[config.mk]
export PLATFORM = sky130hd
export DESIGN_NAME = tagged_length_frame_deframer
export DESIGN_NICKNAME = d
export VERILOG_FILES = /design/src/design/tlfd_pkg.sv /design/src/design/tagged_length_frame_deframer.sv
export VERILOG_INCLUDE_DIRS = /design/src /design/src/design
export SDC_FILE = /design/constraint.sdc
export NUM_CORES = 1
export LEC_CHECK = 0
export BUFFER_PORTS_ARGS = -buffer_cell sky130_fd_sc_hd__buf_2
export CELL_PAD_IN_SITES_DETAIL_PLACEMENT = 0
export CELL_PAD_IN_SITES_GLOBAL_PLACEMENT = 2
export CORE_MARGIN = 4
export CORE_UTILIZATION = 41
export DETAILED_ROUTE_END_ITERATION = 7
export GPL_ROUTABILITY_DRIVEN = 0
export PLACE_DENSITY_LB_ADDON = 0.1
export SYNTH_ARGS = -nofsm -noshare
export SYNTH_HDL_FRONTEND = slang
export SYNTH_SLANG_ARGS = --single-unit
[constraint.sdc]
create_clock -name clk -period 11.8 [get_ports clk]
set_input_delay 0.59 -clock clk [delete_from_list [all_inputs] [get_ports clk]]
set_output_delay 0.59 -clock clk [all_outputs]
set_load 0.05 [all_outputs]
[src/design/assert_macros.svh]
// assertion helpers shared by the rtl
`ifndef ASSERT_MACROS_SVH
`define ASSERT_MACROS_SVH

// condition must hold on every clock outside reset
`define TLFD_ASSERT_ALWAYS(lbl, expr, msg) \
  lbl: assert property (@(posedge clk) disable iff (rst) (expr)) else $error(msg);

// consequent must hold in the same cycle as the antecedent
`define TLFD_ASSERT_IMPLIES(lbl, ante, cons, msg) \
  lbl: assert property (@(posedge clk) disable iff (rst) (ante) |-> (cons)) else $error(msg);

`endif

[src/design/tlfd_pkg.sv]
package tlfd_pkg;

  localparam int TYPE_W = 32;
  localparam int LEN_W  = 32;
  localparam int REM_W  = 21;

  // header layout: 4 length bytes, 2 tag bytes, 4 type bytes
  localparam logic [3:0] LEN_BYTES    = 4'd4;
  localparam logic [3:0] TAG_END      = 4'd6;
  localparam logic [3:0] HEADER_BYTES = 4'd10;
  localparam logic [3:0] LAST_HDR_IDX = 4'd9;

  localparam logic [LEN_W-1:0] NON_PAYLOAD_LEN = 32'd6;
  localparam logic [LEN_W-1:0] MAX_PAYLOAD     = 32'd1048576;

  localparam logic [7:0] TAG_RESET = 8'd10;

  typedef enum logic [1:0] {
    KIND_PAYLOAD = 2'd0,
    KIND_EMPTY   = 2'd1,
    KIND_BAD_TAG = 2'd2,
    KIND_BAD_LEN = 2'd3
  } kind_t;

endpackage

[src/design/tagged_length_frame_deframer.sv]
// tagged length-prefixed frame deframer
// input channel: one received stream byte per transaction on data_byte,
//   handshake in_valid / in_stall
// output channel: one result per transaction on result_kind, payload_byte,
//   frame_type, last_of_frame, handshake out_valid / out_stall
// config: cfg_wr_en writes cfg_wr_data into the tag register (reset 10);
//   write only while no transaction is in flight
// each frame is a 10-byte header (big-endian length, two tag bytes,
//   big-endian type) and then payload; every payload byte gives a result,
//   header bytes give none except the last one when the header is bad
//   or the frame is empty
// throughput: one byte per cycle while out_stall does not hold the result
//   register; the state update between the input register and the result register is combinational
// a taken byte waits in the input register; its result is registered into
//   the result register and out_valid once that register is free
// out_stall holds the result register; the input register then fills and
//   in_stall rises in the same cycle, so nothing is dropped
// rst (synchronous) empties both registers, restarts the header hunt and
//   sets the tag back to 10
module tagged_length_frame_deframer (
  input  logic                              clk,
  input  logic                              rst,
  input  logic                              cfg_wr_en,
  input  logic [7:0]                        cfg_wr_data,
  input  logic                              in_valid,
  output logic                              in_stall,
  input  logic [7:0]                        data_byte,
  output logic                              out_valid,
  input  logic                              out_stall,
  output logic [1:0]                        result_kind,
  output logic [7:0]                        payload_byte,
  output logic signed [tlfd_pkg::TYPE_W-1:0] frame_type,
  output logic                              last_of_frame
);
  import tlfd_pkg::*;

  // input register
  logic       s1_valid;
  logic [7:0] s1_byte;

  // configuration
  logic [7:0] tag_value;

  // deframer state
  logic              in_payload, in_payload_next;
  logic [3:0]        header_index, header_index_next;
  logic [LEN_W-1:0]  length_field, length_field_next;
  logic              tag_ok, tag_ok_next;
  logic [TYPE_W-1:0] type_field, type_field_next;
  logic [REM_W-1:0]  bytes_remaining, bytes_remaining_next;

  // result being formed
  logic              emit;
  kind_t             kind_next;
  logic [7:0]        payload_byte_next;
  logic [TYPE_W-1:0] frame_type_next;
  logic              last_next;

  logic              out_free;
  logic              advance;
  logic              last_pay;
  logic [LEN_W-1:0]  payload_len;
  logic              length_ok;

  assign out_free = !out_valid || !out_stall;
  assign advance  = s1_valid && out_free;
  assign in_stall = s1_valid && !out_free;

  assign last_pay    = (bytes_remaining <= {{(REM_W-1){1'b0}}, 1'b1});
  assign payload_len = length_field - NON_PAYLOAD_LEN;
  // legal lengths cover the six header bytes after the length field
  assign length_ok   = (length_field >= NON_PAYLOAD_LEN) && (payload_len <= MAX_PAYLOAD);

  always_comb begin
    in_payload_next      = in_payload;
    header_index_next    = header_index;
    length_field_next    = length_field;
    tag_ok_next          = tag_ok;
    type_field_next      = type_field;
    bytes_remaining_next = bytes_remaining;
    emit                 = 1'b0;
    kind_next            = KIND_PAYLOAD;
    payload_byte_next    = 8'd0;
    frame_type_next      = '0;
    last_next            = 1'b0;

    if (advance) begin
      if (in_payload) begin
        emit              = 1'b1;
        kind_next         = KIND_PAYLOAD;
        payload_byte_next = s1_byte;
        frame_type_next   = type_field;
        last_next         = last_pay;
        if (last_pay) begin
          in_payload_next      = 1'b0;
          header_index_next    = '0;
          length_field_next    = '0;
          tag_ok_next          = 1'b1;
          type_field_next      = '0;
          bytes_remaining_next = '0;
        end else begin
          bytes_remaining_next = bytes_remaining - {{(REM_W-1){1'b0}}, 1'b1};
        end
      end else begin
        // shift the byte into its header field
        if (header_index < LEN_BYTES) begin
          length_field_next = {length_field[LEN_W-9:0], s1_byte};
        end else if (header_index < TAG_END) begin
          if (s1_byte != tag_value) begin
            tag_ok_next = 1'b0;
          end
        end else begin
          type_field_next = {type_field[TYPE_W-9:0], s1_byte};
        end

        if (header_index != LAST_HDR_IDX) begin
          header_index_next = header_index + 4'd1;
        end else begin
          // full header in hand: judge it, tag first
          header_index_next    = '0;
          length_field_next    = '0;
          tag_ok_next          = 1'b1;
          type_field_next      = '0;
          bytes_remaining_next = '0;
          if (!tag_ok) begin
            emit      = 1'b1;
            kind_next = KIND_BAD_TAG;
          end else if (!length_ok) begin
            emit      = 1'b1;
            kind_next = KIND_BAD_LEN;
          end else if (length_field == NON_PAYLOAD_LEN) begin
            emit            = 1'b1;
            kind_next       = KIND_EMPTY;
            frame_type_next = {type_field[TYPE_W-9:0], s1_byte};
            last_next       = 1'b1;
          end else begin
            // keep the type, count down the payload
            in_payload_next      = 1'b1;
            type_field_next      = {type_field[TYPE_W-9:0], s1_byte};
            bytes_remaining_next = payload_len[REM_W-1:0];
          end
        end
      end
    end
  end

  always_ff @(posedge clk) begin
    if (rst) begin
      s1_valid        <= 1'b0;
      tag_value       <= TAG_RESET;
      in_payload      <= 1'b0;
      header_index    <= '0;
      length_field    <= '0;
      tag_ok          <= 1'b1;
      type_field      <= '0;
      bytes_remaining <= '0;
      out_valid       <= 1'b0;
    end else begin
      if (cfg_wr_en) begin
        tag_value <= cfg_wr_data;
      end

      // input register takes a byte whenever it is empty or draining
      if (in_valid && !in_stall) begin
        s1_valid <= 1'b1;
      end else if (advance) begin
        s1_valid <= 1'b0;
      end

      in_payload      <= in_payload_next;
      header_index    <= header_index_next;
      length_field    <= length_field_next;
      tag_ok          <= tag_ok_next;
      type_field      <= type_field_next;
      bytes_remaining <= bytes_remaining_next;

      if (out_free) begin
        out_valid <= emit;
      end
    end
  end

  // payload registers
  always_ff @(posedge clk) begin
    if (in_valid && !in_stall) begin
      s1_byte <= data_byte;
    end
    if (emit) begin
      result_kind   <= kind_next;
      payload_byte  <= payload_byte_next;
      frame_type    <= frame_type_next;
      last_of_frame <= last_next;
    end
  end

`include "assert_macros.svh"

  `TLFD_ASSERT_IMPLIES(a_payload_count, in_payload, bytes_remaining != '0, "payload with zero count")
  `TLFD_ASSERT_IMPLIES(a_hdr_idx, !in_payload, header_index < HEADER_BYTES, "header index overrun")
  `TLFD_ASSERT_IMPLIES(a_payload_no_hdr, in_payload, header_index == '0, "header index in payload")
  `TLFD_ASSERT_IMPLIES(a_last_kind, out_valid && last_of_frame, result_kind == KIND_PAYLOAD || result_kind == KIND_EMPTY, "last on error result")
  `TLFD_ASSERT_IMPLIES(a_err_zero, out_valid && (result_kind == KIND_BAD_TAG || result_kind == KIND_BAD_LEN), payload_byte == 8'd0 && frame_type == '0, "error result carries data")

endmodule
* Word level (Yosys, flattened, before mapping)
Index checks and enable logic that the tools add are counted.
** Word-level totals
- Flip-flop bits (word level) :: 152
- Word-level logic and storage cells :: 105
- Input bits :: 21
- Output and inout bits :: 45
** Operators by class
- Equal/unequal tests :: 10
- Multiplexer cells :: 52
- Bitwise logic cells :: 2
- Reductions and logical operators :: 18
- Order comparisons :: 5
- Add/sub/neg operators :: 3
** Operators with widths (number)
- two-way mux 32 bit :: 16
- two-way mux 21 bit :: 6
- equality test 32 x 3 -> 1 bit, second input constant :: 1
- >= comparator 32 x 3 -> 1 bit, second input constant :: 1
- <= comparator 32 x 21 -> 1 bit, second input constant :: 1
- subtractor 32 x 3 -> 32 bit, second input constant :: 1
- two-way mux 1 bit :: 25
- <= comparator 21 x 1 -> 1 bit, second input constant :: 1
- subtractor 21 x 1 -> 21 bit, second input constant :: 1
- != test 3 bit, second input constant :: 5
- two-way mux 4 bit :: 3
- less-than comparator 4 x 3 -> 1 bit, second input constant :: 2
- != test 8 bit :: 1
- AND reduction 2 bit :: 3
- AND reduction 5 bit :: 1
- adder 4 x 1 -> 4 bit, second input constant :: 1
- logical AND 1 bit :: 4
- logical NOT 1 bit :: 4
- two-way mux 2 bit :: 2
- != test 4 bit, second input constant :: 1
- AND reduction 4 bit :: 1
- OR reduction 4 bit :: 1
- AND reduction 3 bit :: 1
- OR reduction 3 bit :: 1
- 5 further kinds :: 6

* Logic depth before layout (Yosys ltp)
- Depth in word-level cells :: 8
- Mapped depth :: 11
- Gate-level depth less buffers :: 9

* Least setup slack after synthesis
Ideal clock, no wire load.
- Path type :: reg2reg
- Start point :: register length_field[1]
- End point :: register frame_type[0] (netlist name) (enable)
- Arrival :: 3.815 ns
- Setup time :: 0.444 ns
- Stages on the path, launching flop included :: 9
- Buffers on the path :: 0
- Required time :: 11.356 ns
- Slack :: 7.541 ns
- Period minus slack after synthesis :: 4.259 ns
- Path through :: dfxtp_1 ha_1 nor3_2 nand4_4 nor4_2 xor2_1 nor4_4 and2_1 nor2_1
** Between the ends
- Cells in the longest elaborated chain, start to end :: 8
- Elaborated cells between the ends (all ways) :: 11
- Classes of those cells :: add/sub: 1; order compare: 2; eq/ne: 1; mux: 6; reduce/logical: 1
** Ends and longest elaborated chain
- from (decl) :: line tagged_length_frame_deframer.sv:47 : logic [LEN_W-1:0] length_field, length_field_next;
- from (signal assigned) :: line tagged_length_frame_deframer.sv:172 : length_field <= length_field_next;
- subtractor 32 x 3 -> 32 bit :: line tagged_length_frame_deframer.sv:70 : assign payload_len = length_field - NON_PAYLOAD_LEN;
- <= comparator 32 x 21 -> 1 bit :: line tagged_length_frame_deframer.sv:72 : assign length_ok = (length_field >= NON_PAYLOAD_LEN) && (payload_len <= MAX_PAYLOAD);
- logical AND 1 bit :: line tagged_length_frame_deframer.sv:72
- two-way mux 1 bit * :: line tagged_length_frame_deframer.sv:128 : end else if (!length_ok) begin
- two-way mux 1 bit * :: line tagged_length_frame_deframer.sv:125 : if (!tag_ok) begin
- two-way mux 1 bit * :: line tagged_length_frame_deframer.sv:116 : if (header_index != LAST_HDR_IDX) begin
- two-way mux 1 bit * :: line tagged_length_frame_deframer.sv:88 : if (in_payload) begin
- two-way mux 1 bit * :: line tagged_length_frame_deframer.sv:87 : if (advance) begin
- named net emit :: line tagged_length_frame_deframer.sv:53 : logic emit;
- to (signal assigned) :: line tagged_length_frame_deframer.sv:191 : frame_type <= frame_type_next;
- to (decl) :: line tagged_length_frame_deframer.sv:32 : output logic signed [tlfd_pkg::TYPE_W-1:0] frame_type,
The timed path passes the listed nets; every way through them passes the cells marked *.
A chain may end at the register's enable or synchronous reset.

* Worst setup path after layout
- Start point :: register length_field[1]
- End point :: register payload_byte[5] (enable)
** Between the ends
- Cells in the longest elaborated chain, start to end :: 8
- Elaborated cells between the ends (all ways) :: 11
- Classes of those cells :: add/sub: 1; order compare: 2; eq/ne: 1; mux: 6; reduce/logical: 1
** Ends and longest elaborated chain
- subtractor 32 x 3 -> 32 bit :: line tagged_length_frame_deframer.sv:70
- <= comparator 32 x 21 -> 1 bit :: line tagged_length_frame_deframer.sv:72
- logical AND 1 bit :: line tagged_length_frame_deframer.sv:72
- two-way mux 1 bit * :: line tagged_length_frame_deframer.sv:128
- two-way mux 1 bit * :: line tagged_length_frame_deframer.sv:125
- two-way mux 1 bit * :: line tagged_length_frame_deframer.sv:116
- two-way mux 1 bit * :: line tagged_length_frame_deframer.sv:88
- two-way mux 1 bit * :: line tagged_length_frame_deframer.sv:87
- named net emit :: line tagged_length_frame_deframer.sv:53
- to (signal assigned) :: line tagged_length_frame_deframer.sv:190 : payload_byte <= payload_byte_next;
- to (decl) :: line tagged_length_frame_deframer.sv:31 : output logic [7:0] payload_byte,
Marked as above.

==> impl_metrics.yaml <==
run_status:
  status: "finished clean"
timing:
  period_share: 0.289
  finalHoldViolations: 0
  slew_headroom: 0.260
  finalSetupViolCount: 0
  finalCriticalPeriod_ns: 3.41
  maxSlewViolCount: 0
  skew_ns: 0.0131
  max_slew.worst_pin.slew_ns: 1.11
  fmax_ghz: 0.293
  tns_ns: 0
  rsz0062_at_grt: "no"
die:
  die_x_um: 142
  core_mm2: 0.0174
  num_io_pins: 66
  start_util: 0.422
  rows: 48
  die_h_um: 142
  die_area_mm2: 0.0202
placed_design:
  post-place-cells: 997
  placed_cell_area_mm2: 0.00779
  hpwl_um: 13300
  portBuffers: 65
clock_tree:
  cts_hold_buffers: 0
  post_cts_resized: 0
  post_cts_buffers: 0
  cts_tree: "built"
  cts_sinks: 152
  clk_path_buf_depth: 2
  path_clk_slew_ns: 0.07
  worstSkewPairLatency_ns: 0.42
  htree_levels: 4
  cts-root-buf: "clkbuf_16"
  numCtsBuffers: 17
pwr:
  swShare: 0.251
  pwr-share-comb: 0.072
  power.leakage_uw: 0.00321
  power_frac_clock: 0.466
  power_per_cell_area_mw_per_mm2: 143
  peakVddDrop_v: 0.0000971
  p_int_uw: 902
  switchingPower_uw: 302
  seq_power_share: 0.462
synth:
  synth_top_cell_by_area: "dfxtp_1"
  synth_seq_cells: 152
  synth_top_family_by_area: "compound AO/OA/AOI/OAI gates"
  synth_fp_nets: 784
  yosys.area_share.simple: 0.186
  yosysWarnings: 0
  synthCells: 758
  synth-async-reset-ratio: 0
  synth_common_cells: "101 x dfxtp_1, 86 x nor2_1, 53 x nand2_1"
  synth_top_area_frac: 0.275
  avgSynthCellArea_um2: 9.71
  synth.distinct_cells: 68
  synthMuxAreaShare: 0.0109
  synthXorXnorAreaFrac: 0.0452
  syn_area_mm2: 0.00736
  synth_adder_area_share: 0.00850
  synth_edf_count: 51
  synth_compound_area_frac: 0.223
  synth.most_common_cell: "dfxtp_1"
  synth_ff_type: "dfxtp_1"
  synth-seq-area-share: 0.483
  synth.area.top_cells: "dfxtp_1 27%, edfxtp_1 21%, nor2_1 4.4%, a22o_1 3.8%, a32oi_1 3.8%"
finish:
  nNetsFinal: 817
  area_growth_pct: 14.1
  drive_above_1_share: 0.165
  final_area_mm2: 0.00840
  fillers: 1666
  postLayoutCoreUtil: 0.482
  stdcell_count: 1029
  antennaDiodeCount: 0
global_route:
  grt_pass1_vias: 5599
  grt_usage: 0.199
  antenna_found_initial: 0
  grt_overflow: 0
  grt_max_degree: 65
  grt_pass1_wl_um: 31500
setup_path:
  slowest_delay_ns: 0.49
  worstPathArrival_ns: 3.46
  critical_path_required_ns: 11.86
  cp_common_cell: "buf_4"
  cpLargestDelayFamily: "simple AND/OR/NAND/NOR gates"
  crit_chain: "ha_1 -> nor3_2 -> nand4_4 -> nor4_2 -> xor2_1 -> nor4_4 -> buf_4 -> and2_1 -> nor2_4 -> buf_4"
  critPathKind: "register to register"
  slowest_stage: "buf_4"
  worstSetupStartpointType: "register"
  crit_fanout: 43
  critPathBufInv: 2
  cp.depth: 10
  cp-end-kind: "register"
  reg2reg_depth: 10
route:
  dr.pass1.iters: 5
  drtIter0Drc: 636
  ant_nets: 0
  drc: 0
  num_vias: 6128
  wl_um: 19900
  viasPerCell: 5.96
  wire_per_inst_um: 19.3
hold_path:
  whs_path_depth: 1
  hp-class: "input pin to register"
run:
  maxCapViolations: 0
==> path summary, 6_finish.rpt <==
path,from,slack [ns],to
worst max-delay path,length_field[1],8.39,payload_byte[5]
worst min-delay path,data_byte[6],0.34,s1_byte[6]
worst max register to register,length_field[1],8.39,payload_byte[5]
worst min register to register,type_field[29],0.48,type_field[29]
==> flip-flops by register name, summed over array words and instances, names as in the netlist <==
signal,flops
bytes_remaining,21
frame_type,32
header_index,4
in_payload,1
last_of_frame,1
length_field,32
out_valid,1
payload_byte,8
result_kind,2
s1_byte,8
s1_valid,1
tag_ok,1
tag_value,8
type_field,32
==> layout by cell type, fill, tap and decap left out, types with 6 or more instances in the layout <==
| cell | instances |
|---|---|
| nand4_1 | 8 |
| and3_1 | 13 |
| a22o_1 | 32 |
| xor2_1 | 22 |
| edfxtp_1 | 51 |
| or3_1 | 9 |
| o21ai_0 | 23 |
| dfxtp_1 | 101 |
| xnor2_1 | 16 |
| o221ai_1 | 10 |
| buf_2 | 65 |
| or4_1 | 6 |
| o31ai_1 | 6 |
| nand3_1 | 7 |
| o21ai_1 | 31 |
| nand2_1 | 53 |
| inv_1 | 9 |
| mux2i_1 | 8 |
| a32oi_1 | 32 |
| clkbuf_16 | 17 |
| nor2_1 | 84 |
| nor3_1 | 14 |
| a21oi_1 | 33 |
| a22oi_1 | 32 |
| nor4_1 | 15 |
| buf_4 | 12 |
==> cells by family (layout without fill, tap and decap cells) <==
| logic type | count (synthesis) | count (layout) |
|---|---|---|
| compound gates | 230 | 230 |
| fa+ha+maj | 5 | 5 |
| xor+xnor | 38 | 38 |
| buf+inv | 72 | 118 |
| simple gates | 253 | 253 |
| flops | 152 | 152 |
| mux | 8 | 8 |
==> power groups by stage <==
stage	registers (uW)	clock network, uW	logic [uW]
final	556	561	86.3
after global routing	557	596	94.0
after CTS	556	575	86.0
after detailed placement	568	0	85.8
after global placement	568	0	85.9
after floorplan	561	0	65.4
==> worst register-to-register path, stage by stage (launching register included) <==
cell     delay [ns]
dfxtp_1        0.41
ha_1           0.31
nor3_2         0.28
nand4_4        0.23
nor4_2         0.30
xor2_1         0.39
nor4_4         0.09
buf_4          0.22
and2_1         0.21
nor2_4         0.08
buf_4          0.49
==> per-layer routing <==
layer  vias to the layer above  part of all wire  global-route usage
li1                       2943                 -                   -
met1                      2979              0.49               0.298
met2                       184              0.44               0.290
met3                        22             0.058              0.0397
met4                         0             0.011              0.0586
met5                         -                 0                   0
==> through the flow <==
stage	worst slack (ns)	hold slack [ns]	total power (uW)
after global placement	8.47	0.452	654
after floorplan	7.54	0.442	627
after global routing	8.13	0.321	1250
after detailed placement	8.40	0.461	654
final	8.39	0.339	1200
after CTS	8.38	0.321	1220
==> area by class of cell <==
class | count | area, um2 | area share
clock buffer | 18 | 439 | 0.0523
clock inverter | 14 | 174 | 0.0207
inverter | 9 | 33.8 | 0.00402
multi-input combinational | 534 | 3500 | 0.417
sequential | 152 | 3550 | 0.423
tap | 225 | 282 | 0.0335
timing repair buffer | 77 | 415 | 0.0495
Note: power is estimated with default switching activity, not from simulation.
